File: src/rtl/core/adsr_pkg.sv
`timescale 1ns / 1ps

package adsr_pkg;

   // Gain is unsigned Q0.16 and reaches unity, so it needs one extra bit.
   localparam int GAIN_BITS = 17;
   localparam int FRAC_BITS = 16;
   localparam logic [GAIN_BITS-1:0] UNITY_GAIN = 17'h10000;

   localparam int CSR_INDEX_BITS = 3;
   localparam int NOTE_LENGTH_RESET = 44100;
   localparam logic [7:0] FRACTION_MAX = 8'd255;
   localparam logic [7:0] SUSTAIN_RESET = 8'd255;

   typedef enum logic [CSR_INDEX_BITS-1:0] {
      REG_NOTE_LENGTH = 3'd0,
      REG_ATTACK      = 3'd1,
      REG_DECAY       = 3'd2,
      REG_SUSTAIN     = 3'd3,
      REG_RELEASE     = 3'd4
   } csr_reg_type;

   typedef enum logic [3:0] {
      OP_NONE,
      OP_ACCEPT,
      OP_SEG_MUL,
      OP_SEG_LOAD,
      OP_SEG_STORE,
      OP_GAIN_MUL,
      OP_GAIN_LOAD,
      OP_GAIN_STORE,
      OP_REL_MUL,
      OP_REL_LOAD,
      OP_REL_STORE,
      OP_OUT_MUL,
      OP_OUT_WRITE
   } dp_op_type;

   typedef enum logic [1:0] {
      SEG_ATTACK,
      SEG_DECAY,
      SEG_RELEASE
   } seg_sel_type;

   typedef struct packed {
      logic        take;
      dp_op_type   op;
      seg_sel_type seg;
   } dp_cmd_type;

   typedef struct packed {
      logic req_valid;
      logic seg_dirty;
      logic gain_div;
      logic rel_active;
      logic div_busy;
      logic out_free;
   } dp_status_type;

endpackage

File: src/rtl/core/adsr_if.sv
`timescale 1ns / 1ps

interface adsr_req_if #(
   parameter int SAMPLE_BITS = 16
);
   logic                          valid;
   logic                          ready;
   logic signed [SAMPLE_BITS-1:0] sample_in;

   modport source (output valid, output sample_in, input ready);
   modport sink (input valid, input sample_in, output ready);
endinterface

interface adsr_rsp_if #(
   parameter int SAMPLE_BITS = 16
);
   logic                          valid;
   logic                          ready;
   logic signed [SAMPLE_BITS-1:0] sample_out;
   logic                          note_end;

   modport source (output valid, output sample_out, output note_end, input ready);
   modport sink (input valid, input sample_out, input note_end, output ready);
endinterface

interface adsr_csr_if #(
   parameter int DATA_BITS = 20
);
   logic                                    valid;
   logic                                    ready;
   logic [adsr_pkg::CSR_INDEX_BITS-1:0]     index;
   logic [DATA_BITS-1:0]                    data;

   modport source (output valid, output index, output data, input ready);
   modport sink (input valid, input index, input data, output ready);
endinterface

File: src/rtl/core/adsr_div.sv
`timescale 1ns / 1ps

// Restoring divider, one quotient bit per cycle. The caller pre-aligns the
// dividend: the partial remainder starts below the divisor and the remaining
// dividend bits sit left-aligned in low_init.
module adsr_div #(
   parameter int DEN_W = 28,
   parameter int QUO_W = 20,
   parameter int CNT_W = 5
) (
   input  logic             clock,
   input  logic             reset,
   input  logic             start,
   input  logic [DEN_W-1:0] rem_init,
   input  logic [QUO_W-1:0] low_init,
   input  logic [CNT_W-1:0] iters,
   input  logic [DEN_W-1:0] den,
   output logic             busy,
   output logic [QUO_W-1:0] quo
);

   logic [DEN_W-1:0] rem_ff, rem_in;
   logic [QUO_W-1:0] low_ff, low_in;
   logic [QUO_W-1:0] quo_ff, quo_in;
   logic [DEN_W-1:0] den_ff, den_in;
   logic [CNT_W-1:0] cnt_ff, cnt_in;
   logic             busy_ff, busy_in;
   logic [DEN_W:0]   trial;
   logic [DEN_W:0]   diff;
   logic             fits;

   always_comb begin
      trial = {rem_ff, low_ff[QUO_W-1]};
      diff = trial - {1'b0, den_ff};
      fits = trial >= {1'b0, den_ff};
      rem_in = rem_ff;
      low_in = low_ff;
      quo_in = quo_ff;
      den_in = den_ff;
      cnt_in = cnt_ff;
      busy_in = busy_ff;
      if (start) begin
         rem_in = rem_init;
         low_in = low_init;
         quo_in = '0;
         den_in = den;
         cnt_in = iters;
         busy_in = 1'b1;
      end else if (busy_ff) begin
         rem_in = fits ? diff[DEN_W-1:0] : trial[DEN_W-1:0];
         low_in = low_ff << 1;
         quo_in = {quo_ff[QUO_W-2:0], fits};
         cnt_in = cnt_ff - CNT_W'(1);
         busy_in = cnt_ff != CNT_W'(1);
      end
   end

   always_ff @(posedge clock) begin
      if (reset) begin
         busy_ff <= 1'b0;
      end else begin
         busy_ff <= busy_in;
      end
   end

   always_ff @(posedge clock) begin
      rem_ff <= rem_in;
      low_ff <= low_in;
      quo_ff <= quo_in;
      den_ff <= den_in;
      cnt_ff <= cnt_in;
   end

   assign busy = busy_ff;
   assign quo = quo_ff;

endmodule

File: src/rtl/core/adsr_dp.sv
`timescale 1ns / 1ps

module adsr_dp #(
   parameter int INDEX_BITS = 20,
   parameter int SAMPLE_BITS = 16
) (
   input  logic                                clock,
   input  logic                                reset,
   input  adsr_pkg::dp_cmd_type                cmd,
   output adsr_pkg::dp_status_type             status,
   input  logic                                req_valid,
   input  logic signed [SAMPLE_BITS-1:0]       req_sample,
   input  logic                                csr_valid,
   input  logic [adsr_pkg::CSR_INDEX_BITS-1:0] csr_index,
   input  logic [INDEX_BITS-1:0]               csr_data,
   input  logic                                rsp_ready,
   output logic                                rsp_valid,
   output logic signed [SAMPLE_BITS-1:0]       rsp_sample,
   output logic                                rsp_note_end
);

   localparam int GB = adsr_pkg::GAIN_BITS;
   localparam int PROD_W = INDEX_BITS + GB;
   localparam int DEN_W = INDEX_BITS + 8;
   localparam int QUO_W = (INDEX_BITS > GB) ? INDEX_BITS : GB;
   localparam int CNT_W = $clog2(QUO_W + 1);
   localparam int MUL_W = SAMPLE_BITS + GB + 1;
   localparam int SEG_DIG = (DEN_W + 7) / 8;
   localparam int SEG_W = 8 * SEG_DIG;
   localparam int SEG_CNT_W = $clog2(SEG_DIG + 1);

   logic [INDEX_BITS-1:0]        len_ff;
   logic [7:0]                   atk_frac_ff;
   logic [7:0]                   dec_frac_ff;
   logic [7:0]                   sus_ff;
   logic [7:0]                   rel_frac_ff;
   logic                         seg_dirty_ff;
   logic [INDEX_BITS-1:0]        a_ff;
   logic [INDEX_BITS-1:0]        d_ff;
   logic [INDEX_BITS-1:0]        r_ff;
   logic [INDEX_BITS-1:0]        idx_ff;
   logic [INDEX_BITS-1:0]        ci_ff;
   logic                         last_ff;
   logic                         attack_ff;
   logic signed [SAMPLE_BITS-1:0] smp_ff;
   logic [GB-1:0]                gain_ff;
   logic [PROD_W-1:0]            prod_ff;
   logic [DEN_W-1:0]             den_ff;
   logic signed [MUL_W-1:0]      outp_ff;
   logic                         rsp_valid_ff;
   logic signed [SAMPLE_BITS-1:0] rsp_sample_ff;
   logic                         rsp_note_end_ff;
   logic [SEG_W-1:0]             seg_num_ff;
   logic [SEG_W-1:0]             seg_quo_ff;
   logic [7:0]                   seg_rem_ff;
   logic [SEG_CNT_W-1:0]         seg_cnt_ff;
   logic                         seg_busy_ff;

   logic [INDEX_BITS-1:0] len_eff;
   logic [INDEX_BITS-1:0] len_last;
   logic [INDEX_BITS-1:0] ci_new;
   logic [INDEX_BITS:0]   ad_end;
   logic                  in_attack;
   logic                  in_decay;
   logic                  rel_active;
   logic [7:0]            seg_frac;
   logic [GB-1:0]         sus_gain;
   logic signed [MUL_W-1:0] smp_ext;
   logic signed [MUL_W-1:0] gain_ext;
   logic [8:0]            seg_sum;
   logic                  seg_fits;

   logic                  div_start;
   logic [DEN_W-1:0]      div_rem;
   logic [QUO_W-1:0]      div_low;
   logic [CNT_W-1:0]      div_iters;
   logic [DEN_W-1:0]      div_den;
   logic                  div_busy;
   logic [QUO_W-1:0]      quo;

   always_comb begin
      len_eff = (len_ff == '0) ? INDEX_BITS'(1) : len_ff;
      len_last = len_eff - INDEX_BITS'(1);
      // an index left past the end by a shortened note is pinned to the last sample
      ci_new = (idx_ff >= len_eff) ? len_last : idx_ff;
      ad_end = {1'b0, a_ff} + {1'b0, d_ff};
      in_attack = ci_ff < a_ff;
      in_decay = !in_attack && ({1'b0, ci_ff} < ad_end);
      rel_active = (r_ff != '0) && (ci_ff >= (len_eff - r_ff));
      case (cmd.seg)
         adsr_pkg::SEG_ATTACK: seg_frac = atk_frac_ff;
         adsr_pkg::SEG_DECAY:  seg_frac = dec_frac_ff;
         default:              seg_frac = rel_frac_ff;
      endcase
      // S*65536/255 is S*257, plus one when S is full scale
      sus_gain = {1'b0, sus_ff, sus_ff} + GB'(sus_ff == adsr_pkg::FRACTION_MAX);
      smp_ext = MUL_W'(smp_ff);
      gain_ext = $signed(MUL_W'(gain_ff));
   end

   always_comb begin
      div_start = (cmd.op == adsr_pkg::OP_GAIN_LOAD) || (cmd.op == adsr_pkg::OP_REL_LOAD);
      case (cmd.op)
         adsr_pkg::OP_REL_LOAD: begin
            div_rem = DEN_W'(prod_ff >> GB);
            div_low = QUO_W'(prod_ff[GB-1:0]) << (QUO_W - GB);
            div_iters = CNT_W'(GB);
            div_den = DEN_W'(r_ff);
         end
         default: begin
            // attack and decay: the dividend is prod_ff shifted up by the fraction bits
            div_rem = DEN_W'(prod_ff);
            div_low = '0;
            div_iters = CNT_W'(adsr_pkg::FRAC_BITS);
            div_den = den_ff;
         end
      endcase
   end

   adsr_div #(
      .DEN_W(DEN_W),
      .QUO_W(QUO_W),
      .CNT_W(CNT_W)
   ) u_div (
      .clock   (clock),
      .reset   (reset),
      .start   (div_start),
      .rem_init(div_rem),
      .low_init(div_low),
      .iters   (div_iters),
      .den     (div_den),
      .busy    (div_busy),
      .quo     (quo)
   );

   // Divide a segment product by 255 a byte per cycle: 256 is 255 plus one, so
   // each quotient digit is the running remainder plus a carry.
   always_comb begin
      seg_sum = {1'b0, seg_rem_ff} + {1'b0, seg_num_ff[SEG_W-1 -: 8]};
      seg_fits = seg_sum >= {1'b0, adsr_pkg::FRACTION_MAX};
   end

   always_ff @(posedge clock) begin
      if (reset) begin
         seg_busy_ff <= 1'b0;
      end else if (cmd.op == adsr_pkg::OP_SEG_LOAD) begin
         seg_busy_ff <= 1'b1;
      end else if (seg_busy_ff) begin
         seg_busy_ff <= seg_cnt_ff != SEG_CNT_W'(1);
      end
   end

   always_ff @(posedge clock) begin
      if (cmd.op == adsr_pkg::OP_SEG_LOAD) begin
         seg_num_ff <= SEG_W'(prod_ff[DEN_W-1:0]);
         seg_quo_ff <= '0;
         seg_rem_ff <= '0;
         seg_cnt_ff <= SEG_CNT_W'(SEG_DIG);
      end else if (seg_busy_ff) begin
         seg_num_ff <= seg_num_ff << 8;
         seg_quo_ff <= {seg_quo_ff[SEG_W-9:0], seg_rem_ff + 8'(seg_fits)};
         seg_rem_ff <= seg_fits ? 8'(seg_sum - {1'b0, adsr_pkg::FRACTION_MAX})
            : seg_sum[7:0];
         seg_cnt_ff <= seg_cnt_ff - SEG_CNT_W'(1);
      end
   end

   always_ff @(posedge clock) begin
      if (reset) begin
         len_ff <= INDEX_BITS'(adsr_pkg::NOTE_LENGTH_RESET);
         atk_frac_ff <= '0;
         dec_frac_ff <= '0;
         sus_ff <= adsr_pkg::SUSTAIN_RESET;
         rel_frac_ff <= '0;
         seg_dirty_ff <= 1'b1;
         idx_ff <= '0;
         rsp_valid_ff <= 1'b0;
      end else begin
         unique case (cmd.op)
            adsr_pkg::OP_SEG_STORE: begin
               if (cmd.seg == adsr_pkg::SEG_RELEASE) begin
                  seg_dirty_ff <= 1'b0;
               end
            end
            adsr_pkg::OP_OUT_WRITE: begin
               idx_ff <= last_ff ? '0 : ci_ff + INDEX_BITS'(1);
            end
            default: ;
         endcase
         if (cmd.op == adsr_pkg::OP_OUT_WRITE) begin
            rsp_valid_ff <= 1'b1;
         end else if (rsp_ready) begin
            rsp_valid_ff <= 1'b0;
         end
         // segment lengths follow the registers, so mark them stale on any write
         if (csr_valid) begin
            seg_dirty_ff <= 1'b1;
            unique case (csr_index)
               adsr_pkg::REG_NOTE_LENGTH: len_ff <= csr_data;
               adsr_pkg::REG_ATTACK:      atk_frac_ff <= csr_data[7:0];
               adsr_pkg::REG_DECAY:       dec_frac_ff <= csr_data[7:0];
               adsr_pkg::REG_SUSTAIN:     sus_ff <= csr_data[7:0];
               adsr_pkg::REG_RELEASE:     rel_frac_ff <= csr_data[7:0];
               default: ;
            endcase
         end
      end
   end

   always_ff @(posedge clock) begin
      unique case (cmd.op)
         adsr_pkg::OP_ACCEPT: begin
            smp_ff <= req_sample;
            ci_ff <= ci_new;
            last_ff <= ci_new == len_last;
         end
         adsr_pkg::OP_SEG_MUL: begin
            prod_ff <= PROD_W'(seg_frac) * PROD_W'(len_eff);
         end
         adsr_pkg::OP_SEG_STORE: begin
            case (cmd.seg)
               adsr_pkg::SEG_ATTACK: a_ff <= seg_quo_ff[INDEX_BITS-1:0];
               adsr_pkg::SEG_DECAY:  d_ff <= seg_quo_ff[INDEX_BITS-1:0];
               default:              r_ff <= seg_quo_ff[INDEX_BITS-1:0];
            endcase
         end
         adsr_pkg::OP_GAIN_MUL: begin
            attack_ff <= in_attack;
            gain_ff <= sus_gain;
            if (in_attack) begin
               prod_ff <= PROD_W'(ci_ff);
               den_ff <= DEN_W'(a_ff);
            end else begin
               prod_ff <= PROD_W'(adsr_pkg::FRACTION_MAX - sus_ff) * PROD_W'(ci_ff - a_ff);
               den_ff <= (DEN_W'(d_ff) << 8) - DEN_W'(d_ff);
            end
         end
         adsr_pkg::OP_GAIN_STORE: begin
            gain_ff <= attack_ff ? quo[GB-1:0] : adsr_pkg::UNITY_GAIN - quo[GB-1:0];
         end
         adsr_pkg::OP_REL_MUL: begin
            prod_ff <= PROD_W'(gain_ff) * PROD_W'(len_eff - ci_ff);
         end
         adsr_pkg::OP_REL_STORE: begin
            gain_ff <= quo[GB-1:0];
         end
         adsr_pkg::OP_OUT_MUL: begin
            outp_ff <= smp_ext * gain_ext;
         end
         adsr_pkg::OP_OUT_WRITE: begin
            // arithmetic shift floors toward minus infinity
            rsp_sample_ff <= outp_ff[SAMPLE_BITS+adsr_pkg::FRAC_BITS-1:adsr_pkg::FRAC_BITS];
            rsp_note_end_ff <= last_ff;
         end
         default: ;
      endcase
   end

   always_comb begin
      status.req_valid = req_valid;
      status.seg_dirty = seg_dirty_ff;
      status.gain_div = in_attack || in_decay;
      status.rel_active = rel_active;
      status.div_busy = div_busy || seg_busy_ff;
      status.out_free = !rsp_valid_ff || rsp_ready;
   end

   assign rsp_valid = rsp_valid_ff;
   assign rsp_sample = rsp_sample_ff;
   assign rsp_note_end = rsp_note_end_ff;

endmodule

File: src/rtl/core/adsr_ctrl.sv
`timescale 1ns / 1ps

module adsr_ctrl (
   input  logic                    clock,
   input  logic                    reset,
   input  adsr_pkg::dp_status_type status,
   output adsr_pkg::dp_cmd_type    cmd
);

   typedef enum logic [3:0] {
      ST_IDLE,
      ST_SEG_MUL,
      ST_SEG_LOAD,
      ST_SEG_RUN,
      ST_GAIN_MUL,
      ST_GAIN_LOAD,
      ST_GAIN_RUN,
      ST_REL_MUL,
      ST_REL_LOAD,
      ST_REL_RUN,
      ST_OUT_MUL,
      ST_OUT_WRITE
   } state_type;

   state_type             state_ff, state_in;
   adsr_pkg::seg_sel_type seg_ff, seg_in;

   always_comb begin
      state_in = state_ff;
      seg_in = seg_ff;
      cmd.take = 1'b0;
      cmd.op = adsr_pkg::OP_NONE;
      cmd.seg = seg_ff;
      unique case (state_ff)
         ST_IDLE: begin
            cmd.take = 1'b1;
            if (status.req_valid) begin
               cmd.op = adsr_pkg::OP_ACCEPT;
               if (status.seg_dirty) begin
                  seg_in = adsr_pkg::SEG_ATTACK;
                  state_in = ST_SEG_MUL;
               end else begin
                  state_in = ST_GAIN_MUL;
               end
            end
         end
         ST_SEG_MUL: begin
            cmd.op = adsr_pkg::OP_SEG_MUL;
            state_in = ST_SEG_LOAD;
         end
         ST_SEG_LOAD: begin
            cmd.op = adsr_pkg::OP_SEG_LOAD;
            state_in = ST_SEG_RUN;
         end
         ST_SEG_RUN: begin
            if (!status.div_busy) begin
               cmd.op = adsr_pkg::OP_SEG_STORE;
               if (seg_ff == adsr_pkg::SEG_RELEASE) begin
                  state_in = ST_GAIN_MUL;
               end else begin
                  seg_in = (seg_ff == adsr_pkg::SEG_ATTACK) ? adsr_pkg::SEG_DECAY
                     : adsr_pkg::SEG_RELEASE;
                  state_in = ST_SEG_MUL;
               end
            end
         end
         ST_GAIN_MUL: begin
            cmd.op = adsr_pkg::OP_GAIN_MUL;
            state_in = status.gain_div ? ST_GAIN_LOAD : ST_REL_MUL;
         end
         ST_GAIN_LOAD: begin
            cmd.op = adsr_pkg::OP_GAIN_LOAD;
            state_in = ST_GAIN_RUN;
         end
         ST_GAIN_RUN: begin
            if (!status.div_busy) begin
               cmd.op = adsr_pkg::OP_GAIN_STORE;
               state_in = ST_REL_MUL;
            end
         end
         ST_REL_MUL: begin
            // skip the release scaling outside the tail of the note
            if (status.rel_active) begin
               cmd.op = adsr_pkg::OP_REL_MUL;
               state_in = ST_REL_LOAD;
            end else begin
               state_in = ST_OUT_MUL;
            end
         end
         ST_REL_LOAD: begin
            cmd.op = adsr_pkg::OP_REL_LOAD;
            state_in = ST_REL_RUN;
         end
         ST_REL_RUN: begin
            if (!status.div_busy) begin
               cmd.op = adsr_pkg::OP_REL_STORE;
               state_in = ST_OUT_MUL;
            end
         end
         ST_OUT_MUL: begin
            cmd.op = adsr_pkg::OP_OUT_MUL;
            state_in = ST_OUT_WRITE;
         end
         ST_OUT_WRITE: begin
            // hold until the output register is free
            if (status.out_free) begin
               cmd.op = adsr_pkg::OP_OUT_WRITE;
               state_in = ST_IDLE;
            end
         end
         default: begin
            state_in = ST_IDLE;
         end
      endcase
   end

   always_ff @(posedge clock) begin
      if (reset) begin
         state_ff <= ST_IDLE;
         seg_ff <= adsr_pkg::SEG_ATTACK;
      end else begin
         state_ff <= state_in;
         seg_ff <= seg_in;
      end
   end

endmodule

File: src/rtl/core/adsr_envelope_shaper_top.sv
`timescale 1ns / 1ps

// Linear ADSR envelope shaper: one signed sample in, one shaped sample out.
// req_if carries sample_in; rsp_if returns sample_out and note_end, which is
// set on the last sample of each note. csr_if writes the registers by index
// (note length, attack, decay, sustain, release) and is always ready; write
// them only while no sample is in flight.
// One sample is worked at a time. Outside attack, decay and release a result
// needs no divide; the attack or decay divide (16 steps) and the release
// divide (17 steps) both run on the shared serial divider. The first sample
// after a register write also recomputes the three segment lengths, one
// dividend byte per cycle. The next sample is taken in the cycle after a
// result is written.
// The result sits in an output register; the next sample is accepted while it
// waits, and that sample's own result holds until the receiver takes the
// previous one. Reset restores the register defaults, puts the sample index
// at the start of a note and empties the output.
module adsr_envelope_shaper_top #(
   parameter int INDEX_BITS = 20,
   parameter int SAMPLE_BITS = 16
) (
   input logic         clock,
   input logic         reset,
   adsr_req_if.sink    req_if,
   adsr_rsp_if.source  rsp_if,
   adsr_csr_if.sink    csr_if
);

   adsr_pkg::dp_cmd_type    cmd;
   adsr_pkg::dp_status_type status;

   assign req_if.ready = cmd.take;
   assign csr_if.ready = 1'b1;

   adsr_ctrl u_ctrl (
      .clock (clock),
      .reset (reset),
      .status(status),
      .cmd   (cmd)
   );

   adsr_dp #(
      .INDEX_BITS (INDEX_BITS),
      .SAMPLE_BITS(SAMPLE_BITS)
   ) u_dp (
      .clock       (clock),
      .reset       (reset),
      .cmd         (cmd),
      .status      (status),
      .req_valid   (req_if.valid),
      .req_sample  (req_if.sample_in),
      .csr_valid   (csr_if.valid),
      .csr_index   (csr_if.index),
      .csr_data    (csr_if.data),
      .rsp_ready   (rsp_if.ready),
      .rsp_valid   (rsp_if.valid),
      .rsp_sample  (rsp_if.sample_out),
      .rsp_note_end(rsp_if.note_end)
   );

endmodule

File: src/flat_wrapper.sv
// flat-port wrapper written by rule: the top's interface ports become plain ports
module adsr_envelope_shaper_top_flat 
#(
   parameter int INDEX_BITS = 20,
   parameter int SAMPLE_BITS = 16
)
  (clock, reset, req_if_valid, req_if_sample_in, req_if_ready, rsp_if_valid, rsp_if_sample_out, rsp_if_note_end, rsp_if_ready, csr_if_valid, csr_if_index, csr_if_data, csr_if_ready);
  adsr_req_if #(.SAMPLE_BITS(SAMPLE_BITS)) req_if_i ();
  adsr_rsp_if #(.SAMPLE_BITS(SAMPLE_BITS)) rsp_if_i ();
  adsr_csr_if #(.DATA_BITS((20))) csr_if_i ();
  input logic clock;
  input logic reset;
  input wire logic [$bits(req_if_i.valid)-1:0] req_if_valid;
  input wire logic [$bits(req_if_i.sample_in)-1:0] req_if_sample_in;
  output wire logic [$bits(req_if_i.ready)-1:0] req_if_ready;
  output wire logic [$bits(rsp_if_i.valid)-1:0] rsp_if_valid;
  output wire logic [$bits(rsp_if_i.sample_out)-1:0] rsp_if_sample_out;
  output wire logic [$bits(rsp_if_i.note_end)-1:0] rsp_if_note_end;
  input wire logic [$bits(rsp_if_i.ready)-1:0] rsp_if_ready;
  input wire logic [$bits(csr_if_i.valid)-1:0] csr_if_valid;
  input wire logic [$bits(csr_if_i.index)-1:0] csr_if_index;
  input wire logic [$bits(csr_if_i.data)-1:0] csr_if_data;
  output wire logic [$bits(csr_if_i.ready)-1:0] csr_if_ready;
  assign req_if_i.valid = req_if_valid;
  assign req_if_i.sample_in = req_if_sample_in;
  assign req_if_ready = req_if_i.ready;
  assign rsp_if_valid = rsp_if_i.valid;
  assign rsp_if_sample_out = rsp_if_i.sample_out;
  assign rsp_if_note_end = rsp_if_i.note_end;
  assign rsp_if_i.ready = rsp_if_ready;
  assign csr_if_i.valid = csr_if_valid;
  assign csr_if_i.index = csr_if_index;
  assign csr_if_i.data = csr_if_data;
  assign csr_if_ready = csr_if_i.ready;
  adsr_envelope_shaper_top #(.INDEX_BITS(INDEX_BITS), .SAMPLE_BITS(SAMPLE_BITS)) u_core (.clock(clock), .reset(reset), .req_if(req_if_i), .rsp_if(rsp_if_i), .csr_if(csr_if_i));
endmodule
File: config.mk
export PLATFORM = sky130hd
export DESIGN_NAME = adsr_envelope_shaper_top_flat
export DESIGN_NICKNAME = d
export VERILOG_FILES = /design/src/rtl/core/adsr_pkg.sv /design/src/rtl/core/adsr_if.sv /design/src/rtl/core/adsr_div.sv /design/src/rtl/core/adsr_dp.sv /design/src/rtl/core/adsr_ctrl.sv /design/src/rtl/core/adsr_envelope_shaper_top.sv /design/src/flat_wrapper.sv
export SDC_FILE = /design/constraint.sdc
export NUM_CORES = 2
export LEC_CHECK = 0
export BUFFER_PORTS_ARGS = -buffer_cell sky130_fd_sc_hd__buf_2
export CORE_ASPECT_RATIO = 1.4
export CORE_MARGIN = 5
export CORE_UTILIZATION = 65
export DETAILED_ROUTE_END_ITERATION = 16
export PLACE_DENSITY = 0.82
export RECOVER_POWER = 50
export SLEW_MARGIN = 10
export SYNTH_ARGS = -nofsm -noshare
export SYNTH_HDL_FRONTEND = slang
export SYNTH_SLANG_ARGS = --single-unit
File: constraint.sdc
create_clock -name clock -period 10.1 [get_ports clock]
set_input_delay 0.505 -clock clock [delete_from_list [all_inputs] [get_ports clock]]
set_output_delay 0.505 -clock clock [all_outputs]
set_load 0.005 [all_outputs]
==> reports/metrics.csv <==
stage;metric;value;unit
global_route;grt_max_degree;83;
synth;synth_top_family_by_area;adder cells;
clock_network;cts.path.max_buffers;3;
status;outcome;finished with violations;
die;die_y;366;um
worst_setup_path;crit_required;10450;ps
synth;synthAdderAreaFrac;0.379;
sta;period_minus_slack;9790;ps
sta;hold_viol;0;
worst_setup_path;end_kind;flop;
worst_setup_path;arrival;10150;ps
clock_network;h-tree-depth;2;
finish;final_common_cell;inv_1;
worst_setup_path;slowest_delay;550;ps
clock_network;cts_root_buf;clkbuf_16;
worst_setup_path;path_class;reg2reg;
sta;drv_slew;316;
worst_setup_path;worstSetupStartpointType;flop;
detailed_routing;wirelength;172000;um
finish;area_growth;5.91;%
sta;tns;0;ps
synth;yosysSeqAreaShare;0.208;
finish;num-nets-final;7772;
sta;post-route-period-util;0.969;
placed_design;place_area;0.0605;sq mm
synth;ys_ff_latch;453;
status;violations;max-capacitance violations, max-slew violations;
detailed_routing;vias_per_cell;6.09;
synth;synth_edf_count;319;
placed_design;place_congestion;1.04;
sta;worst_pin_slew;4130;ps
global_route;grt_pass1_wl;268000;um
sta;slew_headroom;-1.75;
clock_network;path_clk_slew;70;ps
finish;final_cell_mix;inv_1 (1159), fa_1 (797), nand2_1 (741), ha_1 (507), nor2_1 (422);
synth;async_reset_ff_frac;0;
synth;synth_compound_area_frac;0.0974;
worst_setup_path;cp_max_fo;17;
detailed_routing;drt.antenna.violating_nets;0;
global_route;grt_usage;0.354;
sta;finClkSkew;49.6;ps
clock_network;cts_tree;done;
die;core;0.0898;sq mm
synth;synth_xor_area_frac;0.0447;
worst_setup_path;cp_num_buf_inv;5;
synth;yosys.area_share.simple;0.159;
synth;syn_nets;7826;
worst_setup_path;worst_path_max_delay_cell;or4_4;
global_route;antenna_found_initial;7;
synth;synthCells;6476;
sta;clock.fmax;102;MHz
clock_network;cts.sinks;453;
synth;ys_types;93;
worst_setup_path;critPathTopFamily;adder cells;
clock_network;cts-buffers-inserted;49;
die;io_pins;64;
clock_network;hold_buffers;0;
detailed_routing;wl_per_cell;22.5;um
finish;drive_above_1_share;0.0555;
sta;holdWs;32.3;ps
sta;final-setup-viol-count;0;
die;die_area;0.0967;sq mm
detailed_routing;vias;46600;
placed_design;hpwl;135000;um
die;initial_utilization;0.655;
synth;ys.flop_type;edfxtp_1;
worst_setup_path;rrSetupSlack;310;ps
detailed_routing;first_pass_iters;6;
clock_network;clkLatencyLatePin;650;ps
synth;synth.area.mux_share;0.0181;
hold_path;hp-class;in2reg;
die;fp.dieW;264;um
worst_setup_path;critPathMostFrequentCell;fa_1;
detailed_routing;drt_iter0_markers;3926;
global_route;grt_pass1_vias;49100;
synth;syn_area;0.0588;sq mm
placed_design;numPortBuffers;62;
finish;final_area;0.0623;sq mm
detailed_routing;drcViolationCount;0;
global_route;grt_overflow;0;
run;timing.max_cap.violations;8;
synth;synth.avg_cell_area;9.09;sq um
synth;yosys_warnings;0;
die;row_count;130;
repair_timing:
action	in CTS	in global routing
buffers inserted	0	3
endpoints found under the setup margin	0	5
gates resized for setup	0	16
endpoints found under the hold margin	0	0
area by class of cell:
class	instances	area, sq um
Fill cell	6831	27500
Antenna cell	6	15.0
Tap cell	1188	1490
Clock inverter	31	400
Inverter	1163	4370
Multi-Input combinational cell	4572	41200
Clock buffer	61	1400
Sequential cell	453	12300
Timing Repair Buffer	183	1170
synthesized netlist by cell type, drive strengths merged, types with 6 or more instances:
master   number  area share
or2          51      0.0054
o21ai       236       0.020
a21o         82       0.010
nand3        74      0.0063
and3         43      0.0046
a21oi       228       0.019
o21a         42      0.0054
nor3b        12      0.0015
or3          19      0.0021
clkbuf      263       0.017
mux2         20      0.0038
a211oi       36      0.0047
and2        271       0.029
a22oi        53      0.0068
nand4        24      0.0026
o21bai       24      0.0031
o31ai        15      0.0020
nor3         68      0.0059
nand3b       15      0.0019
or4           6     0.00083
nand2b      105       0.011
inv        1160       0.074
mux2i        84       0.014
a2111oi       8      0.0012
o211ai       13      0.0017
buf          25      0.0021
a221o        14      0.0024
xor2        101       0.015
a22o         16      0.0024
fa          797        0.27
a31oi        32      0.0034
dfxtp       134       0.046
a211o        16      0.0024
ha          509        0.11
o221ai       11      0.0016
nand2       742       0.047
nor2b        82      0.0087
nor4         19      0.0023
xnor2       197       0.029
edfxtp      319        0.16
nor2        426       0.027
layer usage:
metal / vias up / part of all wire / track usage
met5: - / 0.000064 / 0
met4: 2 / 0.12 / 0.306
met3: 925 / 0.075 / 0.0618
met2: 2236 / 0.48 / 0.598
met1: 22900 / 0.33 / 0.382
li1: 20600 / - / -
worst reg2reg max path, delay by kind of cell, from the launching register on:
family	cells	cell delay (ps)
fa+ha+maj	9	4070
simple gates	8	1800
buf+inv	5	420
xor+xnor	2	290
compound gates	13	2630
flops	1	330
kinds of logic after synthesis:
group                    after synthesis
AO/OA/AOI/OAI                        893
XOR/XNOR                             299
adder cells (fa/ha/maj)             1306
buffers and inverters               1451
flip-flops                           453
multiplexers                         104
other                                  1
AND/OR/NAND/NOR                     1969
through the flow:
step | setup WS, ps | utilization | cells
6_report | 309 | 0.694 | 7657
5_1_grt | -68.3 | 0.694 | 7651
4_1_cts | 74.4 | 0.694 | 7648
3_5_place_dp | 49.8 | 0.674 | 7556
3_3_place_gp | 248 | 0.674 | 7556
2_1_floorplan | 858 | - | 6476
sequential cells by signal (all words and copies together), names as in the netlist, 8 cells and up:
name and count:
u_core.u_dp.prod_ff 37, u_core.u_dp.seg_num_ff 32, u_core.u_dp.den_ff 28, u_core.u_dp.u_div.den_ff 28
u_core.u_dp.u_div.rem_ff 28, u_core.u_dp.a_ff 20, u_core.u_dp.ci_ff 20, u_core.u_dp.d_ff 20
u_core.u_dp.idx_ff 20, u_core.u_dp.len_ff 20, u_core.u_dp.r_ff 20, u_core.u_dp.seg_quo_ff 20
u_core.u_dp.gain_ff 17, u_core.u_dp.u_div.low_ff 17, u_core.u_dp.u_div.quo 17, u_core.u_dp.outp_ff 16
u_core.u_dp.rsp_sample 16, u_core.u_dp.smp_ff 16, u_core.u_dp.atk_frac_ff 8, u_core.u_dp.dec_frac_ff 8
u_core.u_dp.rel_frac_ff 8, u_core.u_dp.seg_rem_ff 8, u_core.u_dp.sus_ff 8
worst paths after layout:
check	end	depth (start not counted)	start
max	u_core.u_dp.prod_ff[35]	37	u_core.u_dp.len_ff[0]
min	u_core.u_dp.smp_ff[12]	1	req_if_sample_in[12]
max reg2reg	u_core.u_dp.prod_ff[35]	37	u_core.u_dp.len_ff[0]
min reg2reg	u_core.u_dp.rsp_sample[13]	0	u_core.u_dp.outp_ff[29]
Power is not shown: default switching activity piles up to over one toggle a cycle in this logic, so the estimate is an artifact.
